`src/design/modulated_delay_feedback_effect_core_assert.svh`:
```
// assertion macros shared by the flanger core rtl
// no dependencies; included by the modules that carry assertions
`ifndef MODULATED_DELAY_FEEDBACK_EFFECT_CORE_ASSERT_SVH
`define MODULATED_DELAY_FEEDBACK_EFFECT_CORE_ASSERT_SVH

// same-cycle implication, disabled while reset is high
`define MDFE_ASSERT_IMPLIES(label, clk, rst, ante, cons, msg) \
   label: assert property (@(posedge clk) disable iff (rst) (ante) |-> (cons)) \
      else $error(msg);

// next-cycle implication, disabled while reset is high
`define MDFE_ASSERT_NEXT(label, clk, rst, ante, cons, msg) \
   label: assert property (@(posedge clk) disable iff (rst) (ante) |=> (cons)) \
      else $error(msg);

`endif

```
`src/design/mdfe_pkg.sv`:
```
// shared types, constants, microprogram and sine table function of the flanger core
// no dependencies
package mdfe_pkg;

   // field and datapath widths
   localparam int ADC_W      = 12;
   localparam int ADC_HI_W   = 4;
   localparam int ADC_LO_W   = ADC_W - ADC_HI_W;
   localparam int PWM_W      = 8;
   localparam int SMP_W      = 16;
   localparam int PHASE_W    = 24;
   localparam int GAIN_W     = 15;
   localparam int SINE_W     = 15;
   localparam int CSR_DATA_W = 24;
   localparam int CSR_IDX_W  = 2;
   localparam int MUL_A_W    = 32;
   localparam int MUL_B_W    = 16;
   localparam int PROD_W     = MUL_A_W + MUL_B_W;
   localparam int SUM_W      = 18;
   localparam int MOD_W      = 31;
   localparam int Q_FRAC     = 15;
   localparam int DELAY_SHIFT = 31;
   localparam int LEVEL_SHIFT = 16;
   localparam int LEVEL_W    = 9;
   localparam int PC_W       = 4;
   localparam int PROG_LEN   = 14;

   // arithmetic constants
   localparam logic [ADC_W:0]              ADC_FULL    = 13'd4095;
   localparam logic signed [SMP_W-1:0]     SMP_MAX     = 16'sh7fff;
   localparam logic signed [SMP_W-1:0]     SMP_MIN     = 16'sh8000;
   localparam logic signed [SUM_W-1:0]     OUT_BIAS    = 18'sd32768;
   localparam logic signed [PROD_W-1:0]    MOD_OFFSET  = 48'sd1073741824;
   localparam logic signed [MUL_B_W-1:0]   LEVEL_SCALE = 16'sd255;

   // register file
   typedef enum logic [CSR_IDX_W-1:0] {
      CSR_LFO_STEP      = 2'd0,
      CSR_MOD_DEPTH     = 2'd1,
      CSR_FEEDBACK_GAIN = 2'd2,
      CSR_WET_GAIN      = 2'd3
   } mdfe_csr_idx_type;

   typedef struct packed {
      logic [PHASE_W-1:0] lfo_step;
      logic [GAIN_W-1:0]  mod_depth;
      logic [GAIN_W-1:0]  feedback_gain;
      logic [GAIN_W-1:0]  wet_gain;
   } mdfe_csr_type;

   localparam mdfe_csr_type CSR_RST = '{
      lfo_step:      24'd190,
      mod_depth:     15'd16384,
      feedback_gain: 15'd22938,
      wet_gain:      15'd22938
   };

   // micro-operations of the datapath
   typedef enum logic [3:0] {
      OP_NOP       = 4'd0,
      OP_ACCEPT    = 4'd1,
      OP_SINE      = 4'd2,
      OP_MUL_SINE  = 4'd3,
      OP_OFFSET    = 4'd4,
      OP_MUL_DEPTH = 4'd5,
      OP_ADDR      = 4'd6,
      OP_READ      = 4'd7,
      OP_MUL_FB    = 4'd8,
      OP_WRITE     = 4'd9,
      OP_MUL_WET   = 4'd10,
      OP_SUM       = 4'd11,
      OP_MUL_LEVEL = 4'd12,
      OP_OUT       = 4'd13
   } mdfe_op_type;

   typedef enum logic [1:0] {
      COND_NONE     = 2'd0,
      COND_ALWAYS   = 2'd1,
      COND_NO_REQ   = 2'd2,
      COND_OUT_BUSY = 2'd3
   } mdfe_cond_type;

   typedef struct packed {
      mdfe_op_type      op;
      mdfe_cond_type    cond;
      logic [PC_W-1:0]  target;
   } mdfe_uword_type;

   typedef struct packed {
      mdfe_op_type op;
   } mdfe_ctrl_type;

   typedef struct packed {
      logic clear_busy;
      logic out_busy;
   } mdfe_status_type;

   localparam logic [PC_W-1:0] STEP_ACCEPT   = 4'd0;
   localparam logic [PC_W-1:0] STEP_SINE     = 4'd1;
   localparam logic [PC_W-1:0] STEP_OUT_WAIT = 4'd12;

   // one control word per step
   localparam mdfe_uword_type PROGRAM [PROG_LEN] = '{
      '{OP_ACCEPT,    COND_NO_REQ,   STEP_ACCEPT},
      '{OP_SINE,      COND_NONE,     STEP_ACCEPT},
      '{OP_MUL_SINE,  COND_NONE,     STEP_ACCEPT},
      '{OP_OFFSET,    COND_NONE,     STEP_ACCEPT},
      '{OP_MUL_DEPTH, COND_NONE,     STEP_ACCEPT},
      '{OP_ADDR,      COND_NONE,     STEP_ACCEPT},
      '{OP_READ,      COND_NONE,     STEP_ACCEPT},
      '{OP_MUL_FB,    COND_NONE,     STEP_ACCEPT},
      '{OP_WRITE,     COND_NONE,     STEP_ACCEPT},
      '{OP_MUL_WET,   COND_NONE,     STEP_ACCEPT},
      '{OP_SUM,       COND_NONE,     STEP_ACCEPT},
      '{OP_MUL_LEVEL, COND_NONE,     STEP_ACCEPT},
      '{OP_NOP,       COND_OUT_BUSY, STEP_OUT_WAIT},
      '{OP_OUT,       COND_ALWAYS,   STEP_ACCEPT}
   };

   // quarter-wave sine table, evaluated at elaboration only
   localparam longint HALF_PI_Q30  = 64'sd1686629713;
   localparam longint ONE_Q30      = 64'sd1073741824;
   localparam longint SINE_PEAK    = 64'sd32767;
   localparam int     TAYLOR_TERMS = 8;
   localparam longint TAYLOR_DIV [TAYLOR_TERMS] = '{6, 20, 42, 72, 110, 156, 210, 272};

   function automatic logic [SINE_W-1:0] quarter_sine(input int unsigned k,
                                                      input int unsigned qbits);
      longint a;
      longint term;
      longint sum;
      longint v;
      a    = (HALF_PI_Q30 * longint'(k)) >>> qbits;
      term = a;
      sum  = a;
      for (int n = 0; n < TAYLOR_TERMS; n++) begin
         term = (term * a) / ONE_Q30;
         term = (term * a) / ONE_Q30;
         term = -term / TAYLOR_DIV[n];
         sum  = sum + term;
      end
      if (sum < 0) begin
         sum = 0;
      end
      v = (sum * SINE_PEAK + ONE_Q30 / 2) / ONE_Q30;
      if (v > SINE_PEAK) begin
         v = SINE_PEAK;
      end
      return SINE_W'(v);
   endfunction

endpackage

```
`src/design/mdfe_if.sv`:
```
// sample and level channel interfaces of the flanger core
// depends on mdfe_pkg
interface mdfe_req_if;
   import mdfe_pkg::*;
   logic              valid;
   logic              ready;
   logic [ADC_W-1:0]  adc_sample;
   modport source (output valid, output adc_sample, input ready);
   modport sink   (input valid, input adc_sample, output ready);
endinterface

interface mdfe_rsp_if;
   import mdfe_pkg::*;
   logic              valid;
   logic              ready;
   logic [PWM_W-1:0]  pwm_level;
   modport source (output valid, output pwm_level, input ready);
   modport sink   (input valid, input pwm_level, output ready);
endinterface

```
`src/design/mdfe_seq.sv`:
```
// microprogram sequencer: step counter, control store and conditional jumps
// depends on mdfe_pkg and the assertion macro header
`include "modulated_delay_feedback_effect_core_assert.svh"

module mdfe_seq (
   input  logic                      clock,
   input  logic                      reset,
   input  logic                      req_valid,
   output logic                      req_ready,
   input  mdfe_pkg::mdfe_status_type status,
   output mdfe_pkg::mdfe_ctrl_type   ctrl
);
   import mdfe_pkg::*;

   logic [PC_W-1:0] pc_ff;
   logic [PC_W-1:0] pc_in;
   mdfe_uword_type  word;
   logic            accept;
   logic            jump;
   logic            hold;

   assign word      = PROGRAM[pc_ff];
   assign req_ready = (pc_ff == STEP_ACCEPT) && !status.clear_busy;
   assign accept    = req_valid && req_ready;

   always_comb begin
      jump = 1'b0;
      unique case (word.cond)
         COND_NONE:     jump = 1'b0;
         COND_ALWAYS:   jump = 1'b1;
         COND_NO_REQ:   jump = !accept;
         COND_OUT_BUSY: jump = status.out_busy;
      endcase
      // waiting steps issue no operation
      hold    = jump && (word.cond != COND_ALWAYS);
      pc_in   = jump ? word.target : pc_ff + 1'b1;
      ctrl.op = hold ? OP_NOP : word.op;
   end

   always_ff @(posedge clock) begin
      if (reset) begin
         pc_ff <= STEP_ACCEPT;
      end else begin
         pc_ff <= pc_in;
      end
   end

   `MDFE_ASSERT_IMPLIES(a_clear_parks_seq, clock, reset, status.clear_busy, pc_ff == STEP_ACCEPT, "sequencer left start during clear")
   `MDFE_ASSERT_IMPLIES(a_out_when_free, clock, reset, ctrl.op == OP_OUT, !status.out_busy, "result loaded over an untaken one")
   `MDFE_ASSERT_NEXT(a_accept_advances, clock, reset, accept, pc_ff == STEP_SINE, "accepted transaction did not start the program")
   `MDFE_ASSERT_IMPLIES(a_pc_in_program, clock, reset, 1'b1, pc_ff < PC_W'(PROG_LEN), "step counter outside the program")

endmodule

```
`src/design/mdfe_dp.sv`:
```
// flanger datapath: shared multiplier, lfo, sine table, delay memory, output register
// depends on mdfe_pkg
module mdfe_dp #(
   parameter int DELAY_DEPTH     = 88,
   parameter int SINE_TABLE_BITS = 8
) (
   input  logic                               clock,
   input  logic                               reset,
   input  mdfe_pkg::mdfe_ctrl_type            ctrl,
   input  mdfe_pkg::mdfe_csr_type             csr,
   input  logic [mdfe_pkg::ADC_W-1:0]         req_adc_sample,
   input  logic                               rsp_ready,
   output logic                               rsp_valid,
   output logic [mdfe_pkg::PWM_W-1:0]         rsp_pwm_level,
   output mdfe_pkg::mdfe_status_type          status
);
   import mdfe_pkg::*;

   localparam int PTR_W = $clog2(DELAY_DEPTH);
   localparam int QBITS = SINE_TABLE_BITS - 2;
   localparam int QLEN  = 1 << QBITS;

   // constant quarter sine table
   logic [SINE_W-1:0] sine_rom [QLEN+1];
   for (genvar gk = 0; gk <= QLEN; gk++) begin : g_sine
      assign sine_rom[gk] = quarter_sine(gk, QBITS);
   end

   logic [SMP_W-1:0] delay_mem [DELAY_DEPTH];

   // control registers
   logic [PHASE_W-1:0] phase_ff, phase_in;
   logic [PTR_W-1:0]   wp_ff, wp_in;
   logic [PTR_W-1:0]   clr_ptr_ff, clr_ptr_in;
   logic               clr_busy_ff, clr_busy_in;
   logic               rsp_valid_ff, rsp_valid_in;

   // payload registers
   logic signed [SMP_W-1:0]  x_ff, x_in;
   logic signed [SMP_W-1:0]  sine_ff, sine_in;
   logic [MOD_W-1:0]         mod_ff, mod_in;
   logic signed [PROD_W-1:0] prod_ff, prod_in;
   logic [PTR_W-1:0]         rd_addr_ff, rd_addr_in;
   logic signed [SMP_W-1:0]  delayed_ff;
   logic signed [SUM_W-1:0]  y_ff, y_in;
   logic [PWM_W-1:0]         pwm_ff, pwm_in;

   // input mapping
   logic [ADC_HI_W-1:0]     adc_hi;
   logic [ADC_W:0]          map_rem;
   logic [ADC_HI_W:0]       map_quo;
   logic [SMP_W:0]          map_scaled;
   logic signed [SMP_W-1:0] x_map;

   // sine lookup
   logic [SINE_TABLE_BITS-1:0] sine_idx;
   logic [QBITS:0]             rom_idx;
   logic signed [SMP_W-1:0]    sine_pos;
   logic signed [SMP_W-1:0]    sine_val;

   // shared multiplier and misc
   logic                      mul_en;
   logic signed [MUL_A_W-1:0] mul_a;
   logic signed [MUL_B_W-1:0] mul_b;
   logic signed [PROD_W-1:0]  mod_sum;
   logic [PTR_W-1:0]          delay_raw;
   logic [PTR_W-1:0]          delay_lim;
   logic [PTR_W:0]            rd_diff;
   logic signed [SUM_W-1:0]   gain_term;
   logic signed [SUM_W-1:0]   wr_sum;
   logic [SMP_W-1:0]          wr_data;
   logic [LEVEL_W-1:0]        level;

   // adc*65536/4095 = 16*adc + floor(16*adc/4095), one correction step
   always_comb begin
      adc_hi     = req_adc_sample[ADC_W-1 -: ADC_HI_W];
      map_rem    = {1'b0, req_adc_sample[ADC_LO_W-1:0], {(SMP_W-ADC_W){1'b0}}}
                   + (ADC_W+1)'(adc_hi);
      map_quo    = {1'b0, adc_hi} + (ADC_HI_W+1)'(map_rem >= ADC_FULL);
      map_scaled = {1'b0, req_adc_sample, {(SMP_W-ADC_W){1'b0}}} + (SMP_W+1)'(map_quo);
      x_map      = map_scaled[SMP_W] ? SMP_MAX : {~map_scaled[SMP_W-1], map_scaled[SMP_W-2:0]};
   end

   // quadrant mirror and negate
   always_comb begin
      sine_idx = phase_ff[PHASE_W-1 -: SINE_TABLE_BITS];
      rom_idx  = sine_idx[SINE_TABLE_BITS-2] ?
                 ((QBITS+1)'(QLEN) - {1'b0, sine_idx[QBITS-1:0]}) :
                 {1'b0, sine_idx[QBITS-1:0]};
      sine_pos = {1'b0, sine_rom[rom_idx]};
      sine_val = sine_idx[SINE_TABLE_BITS-1] ? -sine_pos : sine_pos;
   end

   // delay and read address
   always_comb begin
      mod_sum   = prod_ff + MOD_OFFSET;
      delay_raw = prod_ff[DELAY_SHIFT +: PTR_W];
      delay_lim = ({1'b0, delay_raw} >= (PTR_W+1)'(DELAY_DEPTH)) ?
                  PTR_W'(DELAY_DEPTH - 1) : delay_raw;
      rd_diff   = {1'b0, wp_ff} - {1'b0, delay_lim};
   end

   // gain product scaled back to q1.15, saturated write value
   always_comb begin
      gain_term = SUM_W'(prod_ff >>> Q_FRAC);
      wr_sum    = SUM_W'(x_ff) + gain_term;
      if ((wr_sum[SUM_W-1:SMP_W-1] == '0) || (wr_sum[SUM_W-1:SMP_W-1] == '1)) begin
         wr_data = wr_sum[SMP_W-1:0];
      end else begin
         wr_data = wr_sum[SUM_W-1] ? SMP_MIN : SMP_MAX;
      end
      level = prod_ff[LEVEL_SHIFT +: LEVEL_W];
   end

   always_comb begin
      phase_in     = phase_ff;
      wp_in        = wp_ff;
      x_in         = x_ff;
      sine_in      = sine_ff;
      mod_in       = mod_ff;
      rd_addr_in   = rd_addr_ff;
      y_in         = y_ff;
      pwm_in       = pwm_ff;
      mul_en       = 1'b0;
      mul_a        = '0;
      mul_b        = '0;
      rsp_valid_in = rsp_valid_ff && !rsp_ready;
      unique case (ctrl.op)
         OP_NOP: begin
         end
         OP_ACCEPT: begin
            x_in     = x_map;
            phase_in = phase_ff + csr.lfo_step;
         end
         OP_SINE: begin
            sine_in = sine_val;
         end
         OP_MUL_SINE: begin
            mul_en = 1'b1;
            mul_a  = MUL_A_W'(sine_ff);
            mul_b  = MUL_B_W'(csr.mod_depth);
         end
         OP_OFFSET: begin
            mod_in = mod_sum[MOD_W-1:0];
         end
         OP_MUL_DEPTH: begin
            mul_en = 1'b1;
            mul_a  = MUL_A_W'(mod_ff);
            mul_b  = MUL_B_W'(DELAY_DEPTH);
         end
         OP_ADDR: begin
            rd_addr_in = rd_diff[PTR_W] ? PTR_W'(rd_diff + (PTR_W+1)'(DELAY_DEPTH)) :
                         rd_diff[PTR_W-1:0];
         end
         OP_READ: begin
         end
         OP_MUL_FB: begin
            mul_en = 1'b1;
            mul_a  = MUL_A_W'(delayed_ff);
            mul_b  = MUL_B_W'(csr.feedback_gain);
         end
         OP_WRITE: begin
            wp_in = (wp_ff == PTR_W'(DELAY_DEPTH - 1)) ? '0 : wp_ff + 1'b1;
         end
         OP_MUL_WET: begin
            mul_en = 1'b1;
            mul_a  = MUL_A_W'(delayed_ff);
            mul_b  = MUL_B_W'(csr.wet_gain);
         end
         OP_SUM: begin
            y_in = SUM_W'(x_ff) + gain_term + OUT_BIAS;
         end
         OP_MUL_LEVEL: begin
            mul_en = 1'b1;
            mul_a  = MUL_A_W'(y_ff);
            mul_b  = LEVEL_SCALE;
         end
         OP_OUT: begin
            if (y_ff[SUM_W-1] || (y_ff == '0)) begin
               pwm_in = '0;
            end else begin
               pwm_in = level[LEVEL_W-1] ? '1 : level[PWM_W-1:0];
            end
            rsp_valid_in = 1'b1;
         end
         default: begin
         end
      endcase
      prod_in = mul_en ? mul_a * mul_b : prod_ff;
   end

   // clearing pass over the delay memory after reset
   always_comb begin
      clr_ptr_in  = clr_ptr_ff;
      clr_busy_in = clr_busy_ff;
      if (clr_busy_ff) begin
         clr_ptr_in = clr_ptr_ff + 1'b1;
         if (clr_ptr_ff == PTR_W'(DELAY_DEPTH - 1)) begin
            clr_busy_in = 1'b0;
         end
      end
   end

   always_ff @(posedge clock) begin
      if (reset) begin
         phase_ff     <= '0;
         wp_ff        <= '0;
         clr_ptr_ff   <= '0;
         clr_busy_ff  <= 1'b1;
         rsp_valid_ff <= 1'b0;
      end else begin
         phase_ff     <= phase_in;
         wp_ff        <= wp_in;
         clr_ptr_ff   <= clr_ptr_in;
         clr_busy_ff  <= clr_busy_in;
         rsp_valid_ff <= rsp_valid_in;
      end
   end

   always_ff @(posedge clock) begin
      x_ff       <= x_in;
      sine_ff    <= sine_in;
      mod_ff     <= mod_in;
      prod_ff    <= prod_in;
      rd_addr_ff <= rd_addr_in;
      y_ff       <= y_in;
      pwm_ff     <= pwm_in;
   end

   // delay memory: one write port, one registered read port
   always_ff @(posedge clock) begin
      if (clr_busy_ff) begin
         delay_mem[clr_ptr_ff] <= '0;
      end else if (ctrl.op == OP_WRITE) begin
         delay_mem[wp_ff] <= wr_data;
      end
      if (ctrl.op == OP_READ) begin
         delayed_ff <= delay_mem[rd_addr_ff];
      end
   end

   assign rsp_valid         = rsp_valid_ff;
   assign rsp_pwm_level     = pwm_ff;
   assign status.clear_busy = clr_busy_ff;
   assign status.out_busy   = rsp_valid_ff && !rsp_ready;

endmodule

```
`src/design/modulated_delay_feedback_effect_core.sv`:
```
// flanger core top level: lfo-modulated feedback delay on a 12-bit converter sample
// depends on mdfe_pkg, mdfe_if, mdfe_seq and mdfe_dp
//
// req_if carries one converter sample per transaction (valid/ready); rsp_if returns
// one 8-bit pwm level per sample, in order. csr_* writes one of four registers
// (lfo step, modulation depth, feedback gain, wet gain) whenever csr_wr_en is high.
// each transaction runs a 14-step microprogram that shares one 32x16 multiplier
// (five products) and the delay memory: the result shows on rsp_if once the output
// step has run, and a new sample is taken only after the previous one has passed
// that step. the finished level sits in an output register, so the next sample is
// accepted and worked on while the previous level waits; that sample then parks
// before its output step until rsp_if.ready takes the waiting level.
// reset is synchronous; afterwards the delay memory is cleared one entry a cycle,
// with req_if.ready low; csr writes are taken meanwhile.
module modulated_delay_feedback_effect_core #(
   parameter int DELAY_DEPTH     = 88,
   parameter int SINE_TABLE_BITS = 8
) (
   input  logic                                clock,
   input  logic                                reset,
   mdfe_req_if.sink                            req_if,
   mdfe_rsp_if.source                          rsp_if,
   input  logic                                csr_wr_en,
   input  logic [mdfe_pkg::CSR_IDX_W-1:0]      csr_index,
   input  logic [mdfe_pkg::CSR_DATA_W-1:0]     csr_wdata
);
   import mdfe_pkg::*;

   mdfe_csr_type    csr_ff;
   mdfe_csr_type    csr_in;
   mdfe_ctrl_type   ctrl;
   mdfe_status_type status;

   // register writes, values masked to field width
   always_comb begin
      csr_in = csr_ff;
      if (csr_wr_en) begin
         unique case (mdfe_csr_idx_type'(csr_index))
            CSR_LFO_STEP:      csr_in.lfo_step      = csr_wdata[PHASE_W-1:0];
            CSR_MOD_DEPTH:     csr_in.mod_depth     = csr_wdata[GAIN_W-1:0];
            CSR_FEEDBACK_GAIN: csr_in.feedback_gain = csr_wdata[GAIN_W-1:0];
            CSR_WET_GAIN:      csr_in.wet_gain      = csr_wdata[GAIN_W-1:0];
         endcase
      end
   end

   always_ff @(posedge clock) begin
      if (reset) begin
         csr_ff <= CSR_RST;
      end else begin
         csr_ff <= csr_in;
      end
   end

   // step counter and control store
   mdfe_seq u_seq (
      .clock     (clock),
      .reset     (reset),
      .req_valid (req_if.valid),
      .req_ready (req_if.ready),
      .status    (status),
      .ctrl      (ctrl)
   );

   // arithmetic, lfo, delay memory and output register
   mdfe_dp #(
      .DELAY_DEPTH     (DELAY_DEPTH),
      .SINE_TABLE_BITS (SINE_TABLE_BITS)
   ) u_dp (
      .clock          (clock),
      .reset          (reset),
      .ctrl           (ctrl),
      .csr            (csr_ff),
      .req_adc_sample (req_if.adc_sample),
      .rsp_ready      (rsp_if.ready),
      .rsp_valid      (rsp_if.valid),
      .rsp_pwm_level  (rsp_if.pwm_level),
      .status         (status)
   );

endmodule
```
`src/flat_wrapper.sv`:
```
// flat-port wrapper written by rule: the top's interface ports become plain ports
module modulated_delay_feedback_effect_core_flat import mdfe_pkg::*;
#(
   parameter int DELAY_DEPTH     = 88,
   parameter int SINE_TABLE_BITS = 8
)
  (clock, reset, csr_wr_en, csr_index, csr_wdata, req_if_valid, req_if_adc_sample, req_if_ready, rsp_if_valid, rsp_if_pwm_level, rsp_if_ready);
  mdfe_req_if req_if_i ();
  mdfe_rsp_if rsp_if_i ();
  input  logic clock;
  input  logic reset;
  input  logic csr_wr_en;
  input  logic [mdfe_pkg::CSR_IDX_W-1:0] csr_index;
  input  logic [mdfe_pkg::CSR_DATA_W-1:0] csr_wdata;
  input wire logic [$bits(req_if_i.valid)-1:0] req_if_valid;
  input wire logic [$bits(req_if_i.adc_sample)-1:0] req_if_adc_sample;
  output wire logic [$bits(req_if_i.ready)-1:0] req_if_ready;
  output wire logic [$bits(rsp_if_i.valid)-1:0] rsp_if_valid;
  output wire logic [$bits(rsp_if_i.pwm_level)-1:0] rsp_if_pwm_level;
  input wire logic [$bits(rsp_if_i.ready)-1:0] rsp_if_ready;
  assign req_if_i.valid = req_if_valid;
  assign req_if_i.adc_sample = req_if_adc_sample;
  assign req_if_ready = req_if_i.ready;
  assign rsp_if_valid = rsp_if_i.valid;
  assign rsp_if_pwm_level = rsp_if_i.pwm_level;
  assign rsp_if_i.ready = rsp_if_ready;
  modulated_delay_feedback_effect_core #(.DELAY_DEPTH(DELAY_DEPTH), .SINE_TABLE_BITS(SINE_TABLE_BITS)) u_core (.clock(clock), .reset(reset), .req_if(req_if_i), .rsp_if(rsp_if_i), .csr_wr_en(csr_wr_en), .csr_index(csr_index), .csr_wdata(csr_wdata));
endmodule
```
`config.mk`:
```
export PLATFORM = sky130hd
export DESIGN_NAME = modulated_delay_feedback_effect_core_flat
export DESIGN_NICKNAME = d
export VERILOG_FILES = /design/src/design/mdfe_pkg.sv /design/src/design/mdfe_if.sv /design/src/design/mdfe_seq.sv /design/src/design/mdfe_dp.sv /design/src/design/modulated_delay_feedback_effect_core.sv /design/src/flat_wrapper.sv
export VERILOG_INCLUDE_DIRS = /design/src /design/src/design
export SDC_FILE = /design/constraint.sdc
export NUM_CORES = 2
export LEC_CHECK = 0
export ABC_CLOCK_PERIOD_IN_PS = 14700
export BUFFER_PORTS_ARGS = -buffer_cell sky130_fd_sc_hd__buf_2
export CAP_MARGIN = 5
export CORE_AREA = 2 2 363 365
export CTS_CLUSTER_DIAMETER = 100
export DETAILED_ROUTE_END_ITERATION = 10
export DIE_AREA = 0 0 365 367
export PLACE_DENSITY = 0.82
export SLEW_MARGIN = 25
export SYNTH_ARGS = -nofsm -noshare
export SYNTH_HDL_FRONTEND = slang
export SYNTH_HIERARCHICAL = 1
export SYNTH_SLANG_ARGS = --single-unit
export TNS_END_PERCENT = 10
```
`constraint.sdc`:
```
create_clock -name clock -period 14.7 [get_ports clock]
set_input_delay 3.675 -clock clock [delete_from_list [all_inputs] [get_ports clock]]
set_output_delay 3.675 -clock clock [all_outputs]
set_load 0.02 [all_outputs]
```
== Word-level counts from Yosys, hierarchy flattened ==
Memories as Yosys holds them, arrays and structs flattened. A register that Yosys moved wholly into a read port is not among the register bits.
Cells that the tools add are included.

* Flip-flop bits (word level): 247
* Memory bits (writable): 1,408
* Bits in read-only memories: 2,080
* Input port bits: 43
* Logic and storage cells: 116
* Memories kept: 3

{| class="wikitable"
|+ Memories
! name !! words !! width !! read ports !! clocked after memory_dff !! write ports !! line !! text
|-
| (no name shown) || 128 || 15 || 1 || 0 || 0 || mdfe_dp.sv:90 || <nowiki>sine_pos = {1'b0, sine_rom[rom_idx]};</nowiki>
|-
| u_core.u_dp.delay_mem || 88 || 16 || 1 || 1 || 1 || mdfe_dp.sv:29 || <nowiki>logic [SMP_W-1:0] delay_mem [DELAY_DEPTH];</nowiki>
|-
| (no name shown) || 16 || 10 || 1 || 0 || 0 || mdfe_seq.sv:22 || <nowiki>assign word = PROGRAM[pc_ff];</nowiki>
|}

* $add $sub $neg: 14
* $mul: 1
* Order comparisons: 4
* Eq/ne operators: 23
* Mux-type cells: 29
* Bitwise logic cells: 3
* Reduce and logical (&&, ||, !) cells: 21

{| class="wikitable"
|+ Operators with widths
! operator !! count
|-
| $pmux 32 s4 || 1
|-
| $pmux 15 s5 || 1
|-
| $mux 16 || 3
|-
| $mux 15 || 3
|-
| $mul 32x16->38 || 1
|-
| $mux 7 || 5
|-
| $add 31x31->31 const B || 1
|-
| $add 24x24->24 || 1
|-
| $eq 4x4->1 const B || 6
|-
| $mux 10 || 2
|-
| $add 16x18->18 || 1
|-
| $add 18x17->18 const B || 1
|-
| $logic_not 18->1 || 1
|-
| $add 16x5->17 || 1
|-
| $eq 4x3->1 const B || 4
|-
| $neg 15->16 || 1
|-
| $reduce_or 16->1 || 1
|-
| $add 7x1->7 const B || 2
|-
| $eq 7x7->1 const B || 2
|-
| $add 12x4->13 || 1
|-
| $ge 13x12->1 const B || 1
|-
| $mux 1 || 10
|-
| $eq 2x2->1 const B || 4
|-
| $eq 4x2->1 const B || 2
|-
| 27 further kinds || 39
|}

== Depth between registers and ports, before layout ==
* Depth in word-level cells: 14
* Depth in mapped cells: 36

== By module ==
The synthesis kept the hierarchy.

{| class="wikitable"
|+ Modules (own cells, without submodules)
! module !! times used !! cells an instance !! area an instance (um^2) !! sequential area each (um^2)
|-
| mdfe_dp || 1 || 5,090 || 79,571.3 || 47,585.6
|-
| modulated_delay_feedback_effect_core || 1 || 265 || 2,832.7 || 1,381.3
|-
| mdfe_seq || 1 || 41 || 376.6 || 80.1
|}

== Least setup slack after synthesis ==
Ideal clock, no wire load.

* Path kind: in2reg
* Start: input port rsp_if_ready
* End: register u_core.u_dp.prod_ff[36] (data pin)
* Library setup time: 0.265 ns
* Arrival time: 11.438 ns
* Data required time: 14.435 ns
* Slack: 2.997 ns
* Stages on the path: 33
* Buffers on the path: 5
* Cells stage by stage: nor2b_1 nand3_1 o21a_1 a21oi_4 a211oi_1 clkbuf_1 nor4bb_1 clkbuf_1 clkbuf_1 nand2_1 nand4_1 clkbuf_1 buf_1 nand2_1 fa_1 fa_1 fa_1 inv_1 fa_1 fa_1 inv_1 fa_1 inv_1 ha_1 and2_1 a221oi_1 o21ai_0 a21oi_1 o21a_1 a21oi_1 a221oi_1 o211ai_1 xor2_1

{| class="wikitable"
|+ RTL lines
! item !! line !! text
|-
| from (decl) || flat_wrapper.sv:20 || <nowiki>input wire logic [$bits(rsp_if_i.ready)-1:0] rsp_if_ready;</nowiki>
|-
| to (signal assigned) || mdfe_dp.sv:224 || <nowiki>prod_ff <= prod_in;</nowiki>
|-
| to (decl) || mdfe_dp.sv:42 || <nowiki>logic signed [PROD_W-1:0] prod_ff, prod_in;</nowiki>
|}

==> flow_metrics.tcl <==
set metrics [dict create \
    vias 50100 \
    status "finished, final reports clean" \
    cts_resized 0 \
    ys.flop_type "edfxtp_1" \
    pre_cts_slack_ps 1290 \
    dr.pass1.iters 8 \
    hold_path_class "flop to flop" \
    finalSetupTns_ps 0 \
    p_int_mw 7.59 \
    syn-num-nets 5972 \
    clk_path_buf_depth 3 \
    reg2reg_depth 29 \
    critPathMaxStageDelay_ps 910 \
    die_y_um 367 \
    rsz0062_at_grt "false" \
    crit_fanout 27 \
    crit_type "input port to flop" \
    grt.met3_usage_pct 9.86 \
    cts_tree "done" \
    drc_errors 0 \
    grt_most_used_layer "met2" \
    r2r_end "u_core/u_dp/prod_ff[36]$_DFFE_PN_" \
    swShare_pct 20.5 \
    wl_per_cell_um 31.4 \
    layout_min_cycle_time_ps 12660 \
    cts_sinks 1671 \
    ctsRootBufferMaster "clkbuf_16" \
    grtUsageMet2_pct 54.9 \
    port_buffers 52 \
    rows 133 \
    gr-total-overflow 0 \
    gr-usage-met1_pct 47.3 \
    synthArstFlopShare_pct 0 \
    yosys_warnings 6 \
    crit_slowest_cell "nor4bb_4" \
    seq_power_share_pct 54.0 \
    critPathCapture "u_core/u_dp/prod_ff[36]$_DFFE_PN_" \
    setup_ws_ps 2040 \
    p_per_area_nw_per_um2 105 \
    layout_common_cells "edfxtp_1, inv_1, mux4_2" \
    rrSetupSlack_ps 4310 \
    fin_skew_ps 56.4 \
    maxCapViolations 0 \
    grt_max_degree 160 \
    ant_nets 0 \
    end_kind "flop" \
    ir_worst_vdd_v 0.000105 \
    drtIter0Drc 7716 \
    fin_util_pct 69.9 \
    clock_latency_ps 830 \
    die_area_sq_um 134000 \
    syn_inst 5396 \
    place.gp.congestion 0.933 \
    finalCritPeriodShare_pct 86.1 \
    via_per_inst 6.77 \
    synth_area_sq_um 82800 \
    syn2layout_area_growth_pct 10.2 \
    switchingPower_mw 1.96 \
    grt_pass1_wl_mm 344 \
    antenna_found_initial 33 \
    max-slew-margin-rel_pct 18.1 \
    clk_pin_slew_ps 60 \
    p_leak_nw 32.4 \
    timing.fmax_mhz 79.0 \
    hpwl_mm 136 \
    crit_required_ps 15220 \
    totalWireLength_mm 232 \
    coreArea_sq_um 130000 \
    synth.distinct_cells 88 \
    fp.dieW_um 365 \
    initial_core_util_pct 63.5 \
    fill_cells 7953 \
    critPathTopFamily "adder cells" \
    cts_htree_levels 4 \
    finalHoldViolations 0 \
    final_nets 6065 \
    path_buf_inv 5 \
    ctsHoldBuffers 0 \
    cpMostUsedCell "fa_1" \
    combinationalPowerShare_pct 1.0 \
    grt_pass1_vias 50100 \
    io_pins 53 \
    cts_setup_buffers 0 \
    grt.total_usage_pct 35.6 \
    ys_seq_area_share_pct 59.2 \
    layout_commonest_cell "edfxtp_1" \
    synth-edff-count 1558 \
    cp-start-kind "input port" \
    numCtsBuffers 162 \
    setup_viol 0 \
    final_max_slew_viol_count 0 \
    avgSynthCellArea_sq_um 15.3 \
    cp-startpoint "rsp_if_ready" \
    clockPowerShare_pct 45.1 \
    ys_ff_latch 1671 \
    tightest_slew_ps 1230 \
    path_depth 30 \
    cp_data_arrival_time_ps 13170 \
    reg2reg_from "u_core/u_seq/pc_ff[0]$_SDFF_PP0_" \
    drive_gt1_share_pct 17.3 \
]
synth_stat cells, types with 18 or more instances:
cell / count / area (sq um)
edfxtp_1: 1558 / 46800
inv_1: 478 / 1790
mux4_2: 450 / 10100
nand2_1: 434 / 1630
nor2_1: 417 / 1570
fa_1: 367 / 7350
clkbuf_1: 194 / 728
ha_1: 166 / 2080
a21oi_1: 143 / 716
dfxtp_1: 113 / 2260
nand2b_1: 108 / 676
o21ai_0: 106 / 531
mux2i_1: 101 / 1010
xnor2_1: 81 / 709
buf_1: 51 / 191
nand3_1: 49 / 245
xor2_1: 45 / 394
a21o_1: 42 / 315
nor3_1: 39 / 195
o211ai_1: 35 / 263
a22oi_1: 33 / 248
and2_1: 24 / 150
buf_2: 22 / 110
nand4_1: 22 / 138
nor2b_1: 21 / 131
a211oi_1: 19 / 143
o21a_1: 18 / 135
sequential cells by signal, summed over array words and instances, names as in the netlist, 4 cells and up:
name and flops:
u_core/u_dp/x_ff 16, u_core/u_dp/mod_ff 31, u_core/u_dp/delay_mem 1408, u_core/u_dp/sine_ff 16, u_core/u_seq/pc_ff 4, u_core/u_dp/y_ff 18, u_core/u_dp/delayed_ff 16, u_core/u_dp/wp_ff 7
u_core/u_dp/clr_ptr_ff 7, u_core/u_dp/rsp_pwm_level 8, u_core/u_dp/prod_ff 38, u_core/u_dp/phase_ff 24, u_core/u_dp/rd_addr_ff 7, u_core/csr_ff 69
stage by stage:
step                cells  hold slack [ps]  instance area (sq um)  power (mW)
global route         7381              424                  91200        9.75
floorplan            5396              400                  82800        5.30
detailed placement   7078              405                  85600        5.34
CTS                  7376              411                  91000        9.58
finish               7393              418                  91200        9.55
global placement     7077              402                  85600        5.34
power groups by stage:
stage	clock network [mW]	logic, mW	registers [mW]
after floorplan	0	0.0528	5.25
after global placement	0	0.0859	5.25
after detailed placement	0	0.0883	5.25
after CTS	4.33	0.0911	5.15
after global routing	4.50	0.0980	5.15
final	4.30	0.0948	5.15
how the worst min path moves through the flow:
stage	from	depth (start not counted)	slack [ps]	endpoint
global placement	u_core/u_dp/prod_ff[8]$_DFFE_PN_	0	400	u_core/u_dp/mod_ff[8]$_DFFE_PN_
detailed placement	u_core/u_dp/prod_ff[0]$_DFFE_PN_	0	410	u_core/u_dp/mod_ff[0]$_DFFE_PN_
CTS	u_core/u_dp/prod_ff[0]$_DFFE_PN_	0	410	u_core/u_dp/mod_ff[0]$_DFFE_PN_
finish	u_core/u_dp/prod_ff[0]$_DFFE_PN_	0	420	u_core/u_dp/mod_ff[0]$_DFFE_PN_
global route	u_core/u_dp/prod_ff[1]$_DFFE_PN_	0	420	u_core/u_dp/mod_ff[1]$_DFFE_PN_
floorplan	u_core/u_dp/prod_ff[0]$_DFFE_PN_	0	400	u_core/u_dp/mod_ff[0]$_DFFE_PN_
cell type report:
class	count	area [sq um]	area share, %
timing repair buffer	210	1600	1.75
sequential	1671	49000	53.8
antenna	15	37.5	0.0412
clock buffer	200	4310	4.73
multi-input combinational	2961	31100	34.1
clock inverter	98	1100	1.20
inverter	483	1810	1.99
tap	1755	2200	2.41
logic make-up (layout without fill, tap and decap cells):
group	after synthesis	after routing	share of synthesized area, %
buf+inv	764	991	3.62
xor+xnor	127	127	1.36
flops	1671	1671	59.2
compound gates	533	533	4.26
mux	556	556	13.5
fa+ha+maj	533	533	11.4
simple gates	1212	1212	6.59
other cells	0	15	0
per-layer routing:
metal	vias up	wire, um
met5	-	202
met1	25300	80900
met4	32	14200
li1	20100	-
met3	809	27800
met2	3836	109000
No activity file was read; power rests on OpenSTA's default activity.
